### src/hw/rtl/c2qa_pkg.sv
// ----------------------------------------------------------------------------
// c2qa_pkg
// Types, widths and constants shared by the cartesian-to-angles pipeline.
// ----------------------------------------------------------------------------
package c2qa_pkg;

    localparam int THETA_STEPS_DFLT   = 128;
    localparam int THETA_LIMIT_DFLT   = 127;
    localparam int PHI_STEPS_DFLT     = 1024;
    localparam int PHI_LIMIT_DFLT     = 1023;
    localparam int CORDIC_STAGES_DFLT = 20;

    localparam int COORD_W    = 16;
    localparam int EL_W       = 7;
    localparam int AZ_W       = 10;
    localparam int TURN_BITS  = 24;
    localparam int ANG_W      = 26;
    localparam int QANG_W     = 25;
    localparam int CW         = 28;
    localparam int SQ_W       = 31;
    localparam int RAD_W      = 32;
    localparam int ROOT_W     = 24;
    localparam int REM_W      = 26;
    localparam int SQRT_STEPS = 24;
    localparam int ROUND_HALF = 1 << (TURN_BITS - 1);

    localparam logic signed [ANG_W-1:0] QUARTER_TURN = 26'sd4194304;
    localparam logic signed [ANG_W-1:0] HALF_TURN    = 26'sd8388608;
    localparam logic [QANG_W-1:0]       FULL_TURN    = 25'd16777216;

    localparam logic [ANG_W-1:0] ATAN_TABLE [32] = '{
        26'd2097152, 26'd1238021, 26'd654136, 26'd332050,
        26'd166669,  26'd83416,   26'd41718,  26'd20860,
        26'd10430,   26'd5215,    26'd2608,   26'd1304,
        26'd652,     26'd326,     26'd163,    26'd81,
        26'd41,      26'd20,      26'd10,     26'd5,
        26'd3,       26'd1,       26'd1,      26'd0,
        26'd0,       26'd0,       26'd0,      26'd0,
        26'd0,       26'd0,       26'd0,      26'd0
    };

    typedef struct packed {
        logic signed [COORD_W-1:0] coord_x;
        logic signed [COORD_W-1:0] coord_y;
        logic signed [COORD_W-1:0] coord_z;
    } point_t;

    typedef struct packed {
        logic [EL_W-1:0] elevation_step;
        logic [AZ_W-1:0] azimuth_step;
    } angle_t;

    typedef struct packed {
        logic signed [COORD_W-1:0] y;
        logic                      y_pos;
        logic                      x_pos;
        logic                      az_nz;
        logic signed [CW-1:0]      az_a;
        logic signed [CW-1:0]      az_b;
        logic signed [ANG_W-1:0]   az_ang;
    } side_t;

    typedef struct packed {
        logic [RAD_W-1:0]  rad;
        logic [REM_W-1:0]  rem;
        logic [ROOT_W-1:0] root;
        side_t             side;
    } sqrt_t;

    typedef struct packed {
        logic signed [CW-1:0]    el_a;
        logic signed [CW-1:0]    el_b;
        logic signed [ANG_W-1:0] el_ang;
        logic signed [CW-1:0]    az_a;
        logic signed [CW-1:0]    az_b;
        logic signed [ANG_W-1:0] az_ang;
        logic                    y_pos;
        logic                    x_pos;
        logic                    az_nz;
    } cordic_t;

endpackage

### src/hw/rtl/c2qa_sqrt_cell.sv
// ----------------------------------------------------------------------------
// c2qa_sqrt_cell
// One restoring square-root digit: takes two radicand bits, yields one root bit.
// ----------------------------------------------------------------------------
module c2qa_sqrt_cell
    import c2qa_pkg::*;
(
    input  logic  clk,
    input  logic  rst_n,
    input  logic  up_valid,
    input  sqrt_t up_data,
    output logic  up_stall,
    output logic  dn_valid,
    output sqrt_t dn_data,
    input  logic  dn_stall
);

    logic              valid_reg;
    sqrt_t             data_reg;
    sqrt_t             data_next;
    logic [REM_W+1:0]  acc;
    logic [REM_W+1:0]  trial;

    always_comb
    begin
        acc       = {up_data.rem, up_data.rad[RAD_W-1 -: 2]};
        trial     = {2'b00, up_data.root, 2'b01};
        data_next = up_data;
        data_next.rad = {up_data.rad[RAD_W-3:0], 2'b00};
        if (acc >= trial)
        begin
            data_next.rem  = REM_W'(acc - trial);
            data_next.root = {up_data.root[ROOT_W-2:0], 1'b1};
        end
        else
        begin
            data_next.rem  = REM_W'(acc);
            data_next.root = {up_data.root[ROOT_W-2:0], 1'b0};
        end
    end

    assign up_stall = valid_reg && dn_stall;
    assign dn_valid = valid_reg;
    assign dn_data  = data_reg;

    always_ff @(posedge clk or negedge rst_n)
    begin
        if (!rst_n)
        begin
            valid_reg <= 1'b0;
        end
        else if (!up_stall)
        begin
            valid_reg <= up_valid;
        end
    end

    always_ff @(posedge clk)
    begin
        if (!up_stall)
        begin
            data_reg <= data_next;
        end
    end

    a_rem_bound: assert property (@(posedge clk) disable iff (!rst_n)
        valid_reg |-> data_reg.rem <= REM_W'({data_reg.root, 1'b0}))
        else $error("sqrt remainder exceeds twice the root");

endmodule

### config.mk
export PLATFORM = sky130hd
export DESIGN_NAME = c2qa_sqrt_cell
export DESIGN_NICKNAME = d
export VERILOG_FILES = /design/src/hw/rtl/c2qa_pkg.sv /design/src/hw/rtl/c2qa_sqrt_cell.sv
export SDC_FILE = /design/constraint.sdc
export NUM_CORES = 1
export LEC_CHECK = 0
export ABC_AREA = 1
export BUFFER_PORTS_ARGS = -buffer_cell sky130_fd_sc_hd__buf_2
export CORE_MARGIN = 1.5
export CORE_UTILIZATION = 30
export DETAILED_ROUTE_END_ITERATION = 7
export SYNTH_ARGS = -nofsm -noshare
export SYNTH_HDL_FRONTEND = slang
export SYNTH_SLANG_ARGS = --single-unit
### constraint.sdc
create_clock -name clk -period 13.7 [get_ports clk]
set_input_delay 2.055 -clock clk [delete_from_list [all_inputs] [get_ports clk]]
set_output_delay 2.055 -clock clk [all_outputs]
set_load 0.02 [all_outputs]
# Yosys cells after proc, flatten, opt, wreduce, memory -nomap -nowiden
# Cells that the tools add are included.
[totals]
latchBits = 0
elab_cells = 15
ramBits = 0
mem_count = 0
romBits = 0
reg_bits = 182
output_inout_bits = 185
[classes]
n_mux = 1
mul = 0
reduce_logical = 1
addsub = 1
eq_ne = 0
n_bitwise = 0
order_cmp = 1
shifts = 0
div_mod_pow = 0
[ops]
columns = ["op", "count"]
rows = [
  ["two-way mux 50 bit", 1],
  ["greater-or-equal comparator 28 x 26 -> 1 bit", 1],
  ["subtractor 26 bit", 1],
  ["logical AND 1 bit", 1],
]

# Depth between registers and ports, before layout
[logic_depth]
depth_word = 2
ltp_mapped = 14
ltp_nobuf = 14

# Worst setup path after synthesis
# No wires, ideal clock.
[synth_timing]
path_kind = "in2out"
start = "input port dn_stall"
end = "output port up_stall"
t_required_ns = 11.645
arrival_time_ns = 6.721
stages = 2
path_buffers = 0
setup_slack_ns = 4.924
path_cell_list = "nand2_1 inv_1"
[synth_via]
elab_chain_len = 1
[synth_lines]
columns = ["element", "line_no", "text"]
rows = [
  ["start, declared", "c2qa_sqrt_cell.sv:15", "input logic dn_stall"],
  ["logical AND 1 bit", "c2qa_sqrt_cell.sv:42", "assign up_stall = valid_reg && dn_stall;"],
  ["end, declared", "c2qa_sqrt_cell.sv:12", "output logic up_stall,"],
]
# No other way between the ends.

# Worst setup path after layout
# Ends and elaborated chain as after synthesis.

==> results by group <==
CTS
  • Total CTS buffers: 17
  • Num Clock Sinks: around 180
  • CTS tree: built
  • Hold buffer count at CTS: 0
  • Setup Buffers After CTS: 0
  • Worst skew pair latency: approximately 430 ps
  • Clock-pin slew on the worst setup and hold paths: roughly 80 ps
  • # H-tree levels: 4
  • # resized after CTS: 0
  • Clk buf depth: 2
  • CTS root buf: clkbuf_16

Synthesis
  • Post-synth EDFFs: between 150 and 200
  • FFs w/ async S/R, synth: 0.005495
  • Synthesized area per cell: ~12 sq um
  • Ys Warns: 0
  • Most common cell in the synthesized netlist: nand2_1
  • Syn Inst Count: between 600 and 700
  • Count of cell types in the netlist: 32
  • Top cells by area, synth: edfxtp_1 (69%), nand2_1 (9.7%), inv_1 (6.0%)
  • Sequential share of the synthesized area: 0.6897
  • Cell taking the most area after synthesis: edfxtp_1
  • Post-synthesis register bit count: around 180
  • Most used flip-flop cell after synthesis: edfxtp_1
  • Post-synth top area share: 0.6866
  • Mapped cell area: just under 8000 sq um
  • Synth top cells by count: nand2_1 (204), edfxtp_1 (181), inv_1 (126)

Die
  • # IOs: around 370
  • Rows: just under 60
  • Initial core utilization: 0.3047
  • Core ar.: ~26000 sq um
  • Chip Width: roughly 170 um
  • Die ar.: 27370 sq um
  • Die height: between 150 and 200 um

STA
  • Achievable frequency: 0.1939 GHz
  • Max Transition Viols Final: 0
  • Worst clock skew: 16.39 ps
  • Crit share post-route: 0.3765
  • Hold Fails Final Rpt: 0
  • Setup Viol. Count Final: 0
  • Setup TNS: 0 ps
  • Max_slew headroom: 0.4218
  • Worst slew pin tran: about 870 ps
  • Period minus WS final: a little over 5000 ps
  • RSZ-0062 raised after global routing: no

Cells and area
  • Final Util: 0.4141
  • Layout Nets: between 1000 and 1500
  • Fin area: 10760 sq um
  • Fill cells: ~2600
  • Syn-to-layout area delta: 35.91%
  • Multi-input logic area: between 1500 and 2000 sq um
  • Fin cells: 1420
  • Register area: between 5000 and 6000 sq um
  • Layout cells sized above 1: 0.3895

Setup path
  • Crit-path cells: buf_2 > nand2_4 > inv_1 > buf_2
  • Setup CP Type: primary input to output pin
  • CP required: around 12000 ps
  • Crit-path max FO: 68
  • CP max stage cell: nand2_4
  • Largest stage delay, worst path: around 630 ps
  • Cell mode on critical path: buf_2
  • Setup crit start kind: primary input
  • CP Data Arrival Time: 3100 ps
  • Crit path capture type: output pin

Outcome
  • Status: finished clean

Power and ir drop
  • Psw: between 0.4 and 0.5 mW
  • Share of power burned in registers: 0.474
  • Clk pwr share: 0.351
  • Sw Ratio: 0.2947
  • Leakage Power: ~5.3 nW
  • Logic pwr share: 0.175
  • Worst vdd ir: 74.50 uV
  • PwrDens: between 100 and 150 nW/um^2
  • P_int: 1.016 mW

Drt
  • Detailed-route DRC error count: 0
  • Via count: about 6000
  • First-pass DRT Iterations: 5
  • Iteration-0 DRC Markers: roughly 390
  • Via density: 4.251
  • Antenna-violating nets left: 0
  • Final wirelength: 24330 um
  • WL/cell: 17.13 um

Placed design
  • IO buf count: roughly 370
  • Area after DPL: roughly 10000 sq um
  • Post-detail-place hpwl: a little under 20000 um
  • # placed instances: ~1400
  • Final Wtd Congestion: approximately 0.88

Global route
  • Grt ovf: 0
  • Total GRT Usage: 0.1735
  • Vias in the first global route: 5857
  • Largest net degree at the start of global routing: between 60 and 70
  • First-pass GRT wire length: about 34000 um
  • Initial antenna violation count: 4

Hold path
  • Tightest Hold Check Type: flip-flop to flip-flop

Run
  • Max_cap viols: 0
[flip-flops by register name, summed over array words and instances (netlist names)]
name / flops
dn_data: 181
dn_valid: 1
[critical path: cells and delay by family]
family	cells	cell delay [ps]
AND/OR/NAND/NOR	1	630
buffers and inverters	3	410
[worst paths after layout]
check | start | to | slack, ps | depth (start not counted)
min in group asynchronous | rst_n | dn_valid$_DFFE_PN0N_ | 1370 | 1
min | dn_valid$_DFFE_PN0N_ | dn_data[78]$_DFFE_PN_ | 1200 | 1
max in group asynchronous | rst_n | dn_valid$_DFFE_PN0N_ | 12240 | 1
min reg2reg | dn_valid$_DFFE_PN0N_ | dn_data[78]$_DFFE_PN_ | 1200 | 1
max | dn_stall | up_stall | 8540 | 4
max reg2reg | dn_valid$_DFFE_PN0N_ | dn_data[119]$_DFFE_PN_ | 11450 | 2
[metal layers]
layer | GRT usage | up-vias | share of wire
met1 | 0.1800 | 2782 | 0.37
li1 | - | 3032 | -
met2 | 0.3362 | 203 | 0.55
met5 | 0 | - | 0
met4 | 0.06088 | 0 | 0.014
met3 | 0.04096 | 19 | 0.067
[metrics by stage]
step	worst slack, ps	hold slack, ps	total power [mW]
global route	8385	1301	1.506
detailed placement	8506	1213	0.9494
finish	8542	1201	1.440
global placement	8487	1225	0.9466
CTS	8501	1232	1.458
floorplan	4924	1759	0.8524
[layout make-up]
type | count | area share
repair buffers | 371 | 0.1730
flip-flops and latches | 182 | 0.5075
clock buffers | 17 | 0.03954
inverters | 127 | 0.04431
diodes | 4 | 0.0009303
clock inverters | 15 | 0.01663
well taps | 335 | 0.03896
multi-input cells | 369 | 0.1791
[cell usage in the layout, fill, tap and decap left out, types with 2 or more instances in the layout]
cell / Yosys / layout
edfxtp_1: 181 / 181
nand3_1: 22 / 22
o21bai_1: 3 / 3
inv_6: 0 / 4
nand3b_1: 4 / 4
nand2_2: 3 / 3
clkinv_8: 0 / 3
nor2_1: 27 / 27
inv_8: 0 / 4
nor2_2: 2 / 2
a21oi_1: 14 / 14
inv_1: 126 / 126
buf_4: 2 / 2
buf_2: 2 / 369
conb_1: 1 / 2
diode_2: 0 / 4
nand3_2: 8 / 8
ha_1: 26 / 26
o21ai_0: 13 / 13
nand4_1: 20 / 20
xor2_1: 12 / 12
nand2_1: 204 / 203
clkbuf_16: 0 / 17
[kinds of logic (layout without fill, tap and decap cells)]
group / count (synthesis) / in the layout / share of synthesized area
AO/OA/AOI/OAI: 32 / 32 / 0.02292
XOR/XNOR: 13 / 13 / 0.01438
adder cells (fa/ha/maj): 26 / 26 / 0.04109
buffers and inverters: 137 / 530 / 0.06828
flip-flops: 182 / 182 / 0.6897
other: 1 / 6 / 0.0004737
AND/OR/NAND/NOR: 296 / 296 / 0.1631
[power groups by stage]
stage	logic (mW)	clock network (mW)	registers, mW
global route	0.280	0.539	0.687
CTS	0.255	0.520	0.683
floorplan	0.0898	0	0.763
global placement	0.252	0	0.694
finish	0.252	0.506	0.682
detailed placement	0.255	0	0.695
(Power assumes the default switching activity.)
