===== src/hw/rtl/c2qa_pkg.sv =====
// ----------------------------------------------------------------------------
// c2qa_pkg
// Types, widths and constants shared by the cartesian-to-angles pipeline.
// ----------------------------------------------------------------------------
package c2qa_pkg;

    localparam int THETA_STEPS_DFLT   = 128;
    localparam int THETA_LIMIT_DFLT   = 127;
    localparam int PHI_STEPS_DFLT     = 1024;
    localparam int PHI_LIMIT_DFLT     = 1023;
    localparam int CORDIC_STAGES_DFLT = 20;

    localparam int COORD_W    = 16;
    localparam int EL_W       = 7;
    localparam int AZ_W       = 10;
    localparam int TURN_BITS  = 24;
    localparam int ANG_W      = 26;
    localparam int QANG_W     = 25;
    localparam int CW         = 28;
    localparam int SQ_W       = 31;
    localparam int RAD_W      = 32;
    localparam int ROOT_W     = 24;
    localparam int REM_W      = 26;
    localparam int SQRT_STEPS = 24;
    localparam int ROUND_HALF = 1 << (TURN_BITS - 1);

    localparam logic signed [ANG_W-1:0] QUARTER_TURN = 26'sd4194304;
    localparam logic signed [ANG_W-1:0] HALF_TURN    = 26'sd8388608;
    localparam logic [QANG_W-1:0]       FULL_TURN    = 25'd16777216;

    localparam logic [ANG_W-1:0] ATAN_TABLE [32] = '{
        26'd2097152, 26'd1238021, 26'd654136, 26'd332050,
        26'd166669,  26'd83416,   26'd41718,  26'd20860,
        26'd10430,   26'd5215,    26'd2608,   26'd1304,
        26'd652,     26'd326,     26'd163,    26'd81,
        26'd41,      26'd20,      26'd10,     26'd5,
        26'd3,       26'd1,       26'd1,      26'd0,
        26'd0,       26'd0,       26'd0,      26'd0,
        26'd0,       26'd0,       26'd0,      26'd0
    };

    typedef struct packed {
        logic signed [COORD_W-1:0] coord_x;
        logic signed [COORD_W-1:0] coord_y;
        logic signed [COORD_W-1:0] coord_z;
    } point_t;

    typedef struct packed {
        logic [EL_W-1:0] elevation_step;
        logic [AZ_W-1:0] azimuth_step;
    } angle_t;

    typedef struct packed {
        logic signed [COORD_W-1:0] y;
        logic                      y_pos;
        logic                      x_pos;
        logic                      az_nz;
        logic signed [CW-1:0]      az_a;
        logic signed [CW-1:0]      az_b;
        logic signed [ANG_W-1:0]   az_ang;
    } side_t;

    typedef struct packed {
        logic [RAD_W-1:0]  rad;
        logic [REM_W-1:0]  rem;
        logic [ROOT_W-1:0] root;
        side_t             side;
    } sqrt_t;

    typedef struct packed {
        logic signed [CW-1:0]    el_a;
        logic signed [CW-1:0]    el_b;
        logic signed [ANG_W-1:0] el_ang;
        logic signed [CW-1:0]    az_a;
        logic signed [CW-1:0]    az_b;
        logic signed [ANG_W-1:0] az_ang;
        logic                    y_pos;
        logic                    x_pos;
        logic                    az_nz;
    } cordic_t;

endpackage


===== src/hw/rtl/c2qa_cordic_cell.sv =====
// ----------------------------------------------------------------------------
// c2qa_cordic_cell
// One vectoring micro-rotation for both the elevation and azimuth vectors.
// ----------------------------------------------------------------------------
module c2qa_cordic_cell
    import c2qa_pkg::*;
#(
    parameter int STAGE = 0
)
(
    input  logic    clk,
    input  logic    rst_n,
    input  logic    up_valid,
    input  cordic_t up_data,
    output logic    up_stall,
    output logic    dn_valid,
    output cordic_t dn_data,
    input  logic    dn_stall
);

    localparam logic signed [ANG_W-1:0] ATAN = ATAN_TABLE[STAGE];

    logic                    valid_reg;
    cordic_t                 data_reg;
    cordic_t                 data_next;
    logic signed [CW-1:0]    el_a;
    logic signed [CW-1:0]    el_b;
    logic signed [ANG_W-1:0] el_ang;
    logic signed [CW-1:0]    az_a;
    logic signed [CW-1:0]    az_b;
    logic signed [ANG_W-1:0] az_ang;

    always_comb
    begin
        el_a      = up_data.el_a;
        el_b      = up_data.el_b;
        el_ang    = up_data.el_ang;
        az_a      = up_data.az_a;
        az_b      = up_data.az_b;
        az_ang    = up_data.az_ang;
        data_next = up_data;
        if (!el_b[CW-1])
        begin
            data_next.el_a   = el_a + (el_b >>> STAGE);
            data_next.el_b   = el_b - (el_a >>> STAGE);
            data_next.el_ang = el_ang + ATAN;
        end
        else
        begin
            data_next.el_a   = el_a - (el_b >>> STAGE);
            data_next.el_b   = el_b + (el_a >>> STAGE);
            data_next.el_ang = el_ang - ATAN;
        end
        if (!az_b[CW-1])
        begin
            data_next.az_a   = az_a + (az_b >>> STAGE);
            data_next.az_b   = az_b - (az_a >>> STAGE);
            data_next.az_ang = az_ang + ATAN;
        end
        else
        begin
            data_next.az_a   = az_a - (az_b >>> STAGE);
            data_next.az_b   = az_b + (az_a >>> STAGE);
            data_next.az_ang = az_ang - ATAN;
        end
    end

    assign up_stall = valid_reg && dn_stall;
    assign dn_valid = valid_reg;
    assign dn_data  = data_reg;

    always_ff @(posedge clk or negedge rst_n)
    begin
        if (!rst_n)
        begin
            valid_reg <= 1'b0;
        end
        else if (!up_stall)
        begin
            valid_reg <= up_valid;
        end
    end

    always_ff @(posedge clk)
    begin
        if (!up_stall)
        begin
            data_reg <= data_next;
        end
    end

endmodule


===== config.mk =====
export PLATFORM = sky130hd
export DESIGN_NAME = c2qa_cordic_cell
export DESIGN_NICKNAME = d
export VERILOG_FILES = /design/src/hw/rtl/c2qa_pkg.sv /design/src/hw/rtl/c2qa_cordic_cell.sv
export SDC_FILE = /design/constraint.sdc
export NUM_CORES = 1
export LEC_CHECK = 0
export ABC_AREA = 1
export BUFFER_PORTS_ARGS = -buffer_cell sky130_fd_sc_hd__clkbuf_2
export CAP_MARGIN = 20
export CORE_MARGIN = 2
export CORE_UTILIZATION = 58
export DETAILED_ROUTE_END_ITERATION = 6
export PLACE_DENSITY = 0.83
export SLEW_MARGIN = 40
export SYNTH_ARGS = -nofsm -noshare
export SYNTH_HDL_FRONTEND = slang
export SYNTH_SLANG_ARGS = --single-unit

===== constraint.sdc =====
create_clock -name clk -period 6.5 [get_ports clk]
set_input_delay 1.3 -clock clk [delete_from_list [all_inputs] [get_ports clk]]
set_output_delay 1.3 -clock clk [all_outputs]
set_load 0.05 [all_outputs]

-- Word-level counts from Yosys, hierarchy flattened
Cells that the tools add are included.
- register bits: 168
- logic and storage cells: 23
- output and inout port bits: 169
- input port bits: 171
- multiplexer cells: 2
- reduce and logical (&&, ||, !) cells: 1
- add/subtract/negate cells: 10
- operators with widths (cell ; count):
    2-to-1 mux 82 bit ; 2
    subtractor 28 bit ; 4
    adder 28 bit ; 2
    adder 26 x 23 -> 26 bit (second input constant) ; 2
    subtractor 26 x 23 -> 26 bit (second input constant) ; 2
    logical AND 1 bit ; 1

-- Logic depth before layout (Yosys ltp)
Gate-level depths: netlist of the first run.
- depth in word-level cells: 2
- mapped depth: 16
- mapped depth without buffers: 15

-- Worst setup path after synthesis of the first run
No wires, ideal clock.
- path kind: input to output
- start point: input port dn_stall
- end point: output port up_stall
- stages on the path: 2
- arrival time: 6.148 ns
- buffers on the path: 0
- data required time: 5.200 ns
- path slack: -0.948 ns
- path through: nand2_1 > inv_1
- word-level cells in the longest chain between the ends: 1
- RTL lines (what ; RTL line ; source):
    start: declaration ; c2qa_cordic_cell.sv:18 ; input logic dn_stall
    logical AND 1 bit ; c2qa_cordic_cell.sv:68 ; assign up_stall = valid_reg && dn_stall;
    end: declaration ; c2qa_cordic_cell.sv:15 ; output logic up_stall,
No other way between the ends.

-- Final worst setup path of the first run
Same ends and word-level chain as after synthesis.

==> summary.md, run 1 <==
| Metric | Value |
|---|---|
| Fraction of final layout cells with drive strength greater than 1 | 14.6% |
| Flops & latches, synth | 166 |
| Reported leakage power | 0.0112 uW |
| Clock input transition at the sequential cells of the worst setup and hold paths | 0.06 ns |
| Latest clock arrival within the worst-skew pair | 0.47 ns |
| Pin count of the biggest net entering global routing | 107 |
| Most frequent cells in the layout | nand2_1, inv_1, clkbuf_2 |
| Hold WC Path Type | in -> async |
| Post-Route Setup TNS | 0 ns |
| Die Y | 180 microns |
| Clock power frac | 24.1% |
| Number of iterations in the first detailed-routing pass | 7 |
| Critical path start-end classification | in -> out |
| Unrepaired setup endpoints after global routing | false |
| Commonest non-fill, non-tap cell in the layout | nand2_1 |
| Worst path cell trace | clkbuf_2 -> nand2_8 -> inv_1 -> clkbuf_2 |
| Power spent charging and discharging nets | 2040 uW |
| Total DRC errors in the routed layout | 3 |
| First-pass GRT wire length | 97400 microns |
| Outcome | finished with violations |
| Sw Share | 45.6% |
| Sequential group share of total power | 31.8% |
| Global Route Usage Sum | 38.1% |
| Via-per-instance ratio | 5.67 |
| Site row count | 64 |
| Synthesized netlist cell count | 2704 |
| Endpoints failing hold | 0 |
| Iteration-0 DRC count of the detailed router | 1809 |
| Clock sink total | 166 |
| Maximum root-to-sink buffer count | 2 |
| Via count of the first global-routing pass | 18800 |
| Final ANT Viol Nets | 0 |
| Area growth syn-to-layout | 13.2% |
| Tightest Pin Transition | 0.813 ns |
| Share of async-settable or async-resettable flops after synthesis | 0.602% |
| Share of total power in combinational logic | 44.2% |
| Failing checks | design-rule violations |
| Total of fill cells in the finished design | 2704 |
| Placer congestion estimate | 1.01 |
| Grt ovf | 0 |
| Final HPWL DP | 51100 microns |
| Ys Warns | 0 |
| Clock tree skew after final layout | 0.0142 ns |
| Total vias in the final route | 19300 |
| Top-Level Pins | 340 |
| Number of nets in the layout | 3360 |
| CTS hold repair buffers | 0 |
| Total die area | 32300 sq um |
| Syn Std Cell Area | 17900 sq um |
| Final wirelength | 62700 microns |
| Period utilization | 57.0% |
| Relative slew slack | 45.8% |
| Cell area after placement | 19700 sq um |
| Data required, critical path | 5.20 ns |
| Count of port buffers added during placement | 339 |
| Clock tree from TritonCTS | built |
| Post-CTS Repair Setup Buffers | 0 |
| Antenna violations before repair | 0 |
| Post-Synthesis Net Count | 3069 |
| Number of pins with negative max-slew slack in the final report | 0 |
| Endpoints failing setup | 0 |
| Maxcap violations | 0 |
| Drt wl/cell | 18.4 microns |
| Clock root buffer | clkbuf_16 |
| Slowest-stage cell, CP | nand2_8 |
| Internal portion of total power | 2430 uW |
| PwrDens | 220 nW/um^2 |
| Die width | 180 microns |
| Crit-path most repeated cell | clkbuf_2 |
| Seq/Total Area, Yosys | 27.8% |
| Synth cell types | 42 |
| Starting utilization of the core area | 58.8% |
| Worst Setup End Kind | primary output |
| Final critical-path required period | 3.71 ns |
| Final design instance area without fill | 20300 sq um |
| Data arrival, critical path | 2.41 ns |
| Maximum fanout encountered on the critical timing path | 106 |
| Largest stage delay, worst path | 0.58 ns |
| Max Clk Rate | 0.270 GHz |
| Mean cell area of the mapped netlist | 6.63 sq um |
| Prevailing post-synth register cell | edfxtp_1 |
| Sort of element at the start of the critical path | input pin |
| IR Drop Worst-Case VDD | 0.167 mV |
| Maximum level of the CTS H-tree | 4 |
| Clock buffers created by TritonCTS | 17 |
| Cts repair resizes | 0 |
| Core footprint | 30500 sq um |
| Count of inserted antenna diode cells | 0 |
| Number of enable flip-flop cells after synthesis | 165 |
==> cell families after synthesis <==
kind of cell | count (synthesis) | synth area share (%)
XOR/XNOR | 43 | 2.10
AO/OA/AOI/OAI | 349 | 10.6
adder cells (fa/ha/maj) | 194 | 13.9
flip-flops | 166 | 27.8
AND/OR/NAND/NOR | 1396 | 32.8
multiplexers | 1 | 0.0558
buffers and inverters | 555 | 12.8
==> power groups by stage <==
| stage | sequential (uW) | combinational (uW) | clock, uW |
|---|---|---|---|
| after CTS | 1420 | 1940 | 1080 |
| after floorplan | 1920 | 917 | 0 |
| final | 1420 | 1980 | 1080 |
| after global routing | 1430 | 2120 | 1120 |
| after detailed placement | 1440 | 1930 | 0 |
| after global placement | 1440 | 1900 | 0 |
==> registers in the layout, indices dropped and copies added (netlist names) <==
signal	cells
dn_data	165
dn_valid	1
==> routing by layer <==
| layer | vias to the layer above | share of wire (%) | GRT usage (%) |
|---|---|---|---|
| met5 | - | 0 | 0 |
| met4 | 0 | 6.0 | 21.5 |
| met3 | 206 | 7.6 | 5.11 |
| met2 | 1053 | 49 | 66.7 |
| met1 | 8820 | 38 | 44.8 |
| li1 | 9224 | - | - |
==> path summary, 6_finish.rpt <==
check,cells after the start,to,slack (ns),start
max in group asynchronous,1,dn_valid,5.79,rst_n
worst max register to register,2,dn_data[12],4.43,dn_valid
worst min register to register,1,dn_data[2],1.26,dn_valid
worst min-delay path,1,dn_valid,0.62,rst_n
worst max-delay path,4,up_stall,2.79,dn_stall
min in group clk,1,dn_data[11],1.01,up_data[11]
==> critical path, delay by kind of cell <==
kind / cells / cell delay [ns]
AND/OR/NAND/NOR: 1 / 0.58
buffers and inverters: 3 / 0.51
==> synthesized netlist by cell type, types with 4 or more instances <==
cell type  instances  area share [%]
buf_6             13            0.82
o22ai_1           13            0.45
buf_2             25            0.70
nand3_1          266             7.4
inv_2             10            0.21
nand2_1          856              18
nor2_2            18            0.63
buf_1              4           0.084
inv_1            470             9.8
o21ai_1           18            0.50
o21bai_1          29             1.2
xnor2_1            5            0.24
a21oi_2            8            0.39
nand3_2            5            0.28
a31oi_1            9            0.31
nand4_1           56             2.0
clkbuf_1           9            0.19
edfxtp_1         165              28
xor2_1            38             1.9
nor2_1           160             3.3
o21ai_0          100             2.8
a21oi_1          165             4.6
nor3_1             6            0.17
nand2_2           12            0.42
o21a_1             4            0.17
fa_1               8            0.89
buf_4             23            0.96
ha_1             186              13
==> per-stage QoR <==
stage | hold slack (ns) | util (%) | instances | worst slack [ns] | total power [uW]
after floorplan | 1.00 | - | 2704 | 1.05 | 2840
after global placement | 1.09 | 64.6 | 3372 | 2.80 | 3330
after detailed placement | 1.09 | 64.6 | 3372 | 2.77 | 3370
after CTS | 0.609 | 66.5 | 3404 | 2.77 | 4440
after global routing | 0.610 | 66.6 | 3404 | 2.63 | 4670
final | 0.617 | 66.6 | 3404 | 2.79 | 4470
==> layout make-up <==
type                            count  area, sq um  area share, %
Sequential cell                   166         4980           24.5
Multi-Input combinational cell   1983        10700           52.6
Timing Repair Buffer              346         1750           8.63
Clock buffer                       18          429           2.11
Clock inverter                     14          168          0.826
Inverter                          481         1810           8.89
Tap cell                          396          495           2.44
No activity file was read; power rests on OpenSTA's default activity.
==> run 2, diff against run 1 <==
--- a/config.mk
+++ b/config.mk
@@ -9,9 +9,9 @@
 export BUFFER_PORTS_ARGS = -buffer_cell sky130_fd_sc_hd__clkbuf_2
 export CAP_MARGIN = 20
 export CORE_MARGIN = 2
-export CORE_UTILIZATION = 58
+export CORE_UTILIZATION = 52
 export DETAILED_ROUTE_END_ITERATION = 6
-export PLACE_DENSITY = 0.83
+export PLACE_DENSITY = 0.79
 export SLEW_MARGIN = 40
 export SYNTH_ARGS = -nofsm -noshare
 export SYNTH_HDL_FRONTEND = slang
==> constraint.sdc (replaced) <==
create_clock -name clk -period 3.03 [get_ports clk]
set_input_delay 0.606 -clock clk [delete_from_list [all_inputs] [get_ports clk]]
set_output_delay 0.606 -clock clk [all_outputs]
set_load 0.05 [all_outputs]
==> summary.md, run 2 (synthesis results as in run 1) <==
| Metric | Value |
|---|---|
| Iteration-0 DRC count of the detailed router | 1576 |
| Clock tree from TritonCTS | built |
| Sort of element at the start of the critical path | input pin |
| Unrepaired setup endpoints after global routing | false |
| Endpoints failing hold | 0 |
| Largest register FFs | 165 |
| Endpoints failing setup | 0 |
| Total DRC errors in the routed layout | 0 |
| Area growth syn-to-layout | 14.4% |
| Worst-case setup margin in the final layout | 0.564 ns |
| Clock tree skew after final layout | 0.00942 ns |
| Wire length on met3 | 4170 microns |
| Critical path start-end classification | in -> reg |
| Count of port buffers added during placement | 339 |
| Total of fill cells in the finished design | 3323 |
| Maximum root-to-sink buffer count | 2 |
| Clock input transition at the sequential cells of the worst setup and hold paths | 0.07 ns |
| Clock sink total | 166 |
| Post-CTS Repair Setup Buffers | 0 |
| Maximum fanout encountered on the critical timing path | 10 |
| Final design instance area without fill | 20500 sq um |
| Reported leakage power | 0.0113 uW |
| Total die area | 36000 sq um |
| Data arrival, critical path | 2.69 ns |
| Cell area after placement | 19900 sq um |
| Clock root buffer | clkbuf_16 |
| Placer congestion estimate | 1.04 |
| Die Y | 190 microns |
| Worst slack at placement | 0.131 ns |
| IR Drop Worst-Case VDD | 0.490 mV |
| Count of inserted antenna diode cells | 0 |
| Die width | 190 microns |
| Final wirelength | 63400 microns |
| Worst Setup End Kind | register |
| Final HPWL DP | 52400 microns |
| Setup slack, reg-to-reg | 1.17 ns |
| Pin count of the biggest net entering global routing | 113 |
| Data required, critical path | 3.26 ns |
| Routed wl met2 | 31100 microns |
| Via-per-instance ratio | 5.50 |
| Drt wl/cell | 18.2 microns |
| Hold WC Path Type | in -> reg |
| Global Route Usage Sum | 35.0% |
| Maximum level of the CTS H-tree | 4 |
| Period utilization | 81.4% |
| Most frequent cells in the layout | nand2_1, inv_1, clkbuf_2 |
| Relative slew slack | 54.1% |
| Total vias in the final route | 19200 |
| Fraction of final layout cells with drive strength greater than 1 | 15.0% |
| Maxcap violations | 0 |
| Commonest non-fill, non-tap cell in the layout | nand2_1 |
| Post-Route Setup TNS | 0 ns |
| Via count of the first global-routing pass | 18600 |
| Final ANT Viol Nets | 0 |
| Latest clock arrival within the worst-skew pair | 0.48 ns |
| PwrDens | 468 nW/um^2 |
| Clock buffers created by TritonCTS | 17 |
| Highest metal used | met4 |
| Max Clk Rate | 0.406 GHz |
| Final critical-path required period | 2.47 ns |
| Top-Level Pins | 340 |
| Number of pins with negative max-slew slack in the final report | 0 |
| Met1 WL | 24700 microns |
| Site row count | 68 |
| Outcome | finished clean |
| Starting utilization of the core area | 52.3% |
| Antenna violations before repair | 0 |
| First-pass GRT wire length | 97400 microns |
| Number of nets in the layout | 3377 |
| Number of iterations in the first detailed-routing pass | 7 |
| Grt ovf | 0 |
| Tightest Pin Transition | 0.688 ns |
| Core footprint | 34300 sq um |
run 2: final timing paths:
path,start,end,depth (start not counted)
setup reg to reg,dn_valid,dn_data[136],2
hold / removal,up_data[1],dn_data[1],1
min in group asynchronous,rst_n,dn_valid,2
setup / recovery,up_data[41],dn_data[54],12
hold reg to reg,dn_valid,dn_data[143],1
max in group asynchronous,rst_n,dn_valid,2
run 2: metrics by stage:
stage / utilization (%) / hold slack, ns / total power (uW) / instances
4_1_cts: 59.8 / 0.297 / 9560 / 3480
2_1_floorplan: - / 0.310 / 6080 / 2704
6_report: 59.8 / 0.305 / 9600 / 3480
5_1_grt: 59.8 / 0.294 / 10000 / 3480
3_5_place_dp: 58.1 / 0.386 / 7280 / 3447
3_3_place_gp: 58.1 / 0.381 / 7220 / 3447
run 2: worst max-delay path, stage by stage:
cell,delay (ns)
clkbuf_2,0.11
inv_1,0.04
ha_1,0.51
nand2_1,0.21
nor2_1,0.39
nand2_1,0.24
nor2_1,0.18
nand2_1,0.10
nand3_1,0.11
nand2_1,0.05
nand3_1,0.07
nand2_1,0.06
run 2: per-layer routing:
metal	vias up	global-route usage [%]
li1	9256	-
met1	8836	40.6
met2	869	62.7
met3	192	5.09
met4	0	18.2
met5	-	0
run 2: what timing repair did:
action	CTS	global route
resized for setup	0	0
hold buffers	1	0
hold endpoints to repair	1	0
run 2: layout make-up:
class,instances,area [sq um],area share [%]
multi-input cells,1983,10700,52.0
clock buffers,18,429,2.09
flip-flops and latches,166,4980,24.3
well taps,455,569,2.78
repair buffers,363,1890,9.22
clock inverters,14,163,0.793
inverters,481,1810,8.80
run 2: power by group:
group | switching, uW | leakage (uW) | internal [uW]
Sequential | 121 | 0.00168 | 2920
Clock | 1120 | 0.000285 | 1170
Combinational | 3180 | 0.00934 | 1080
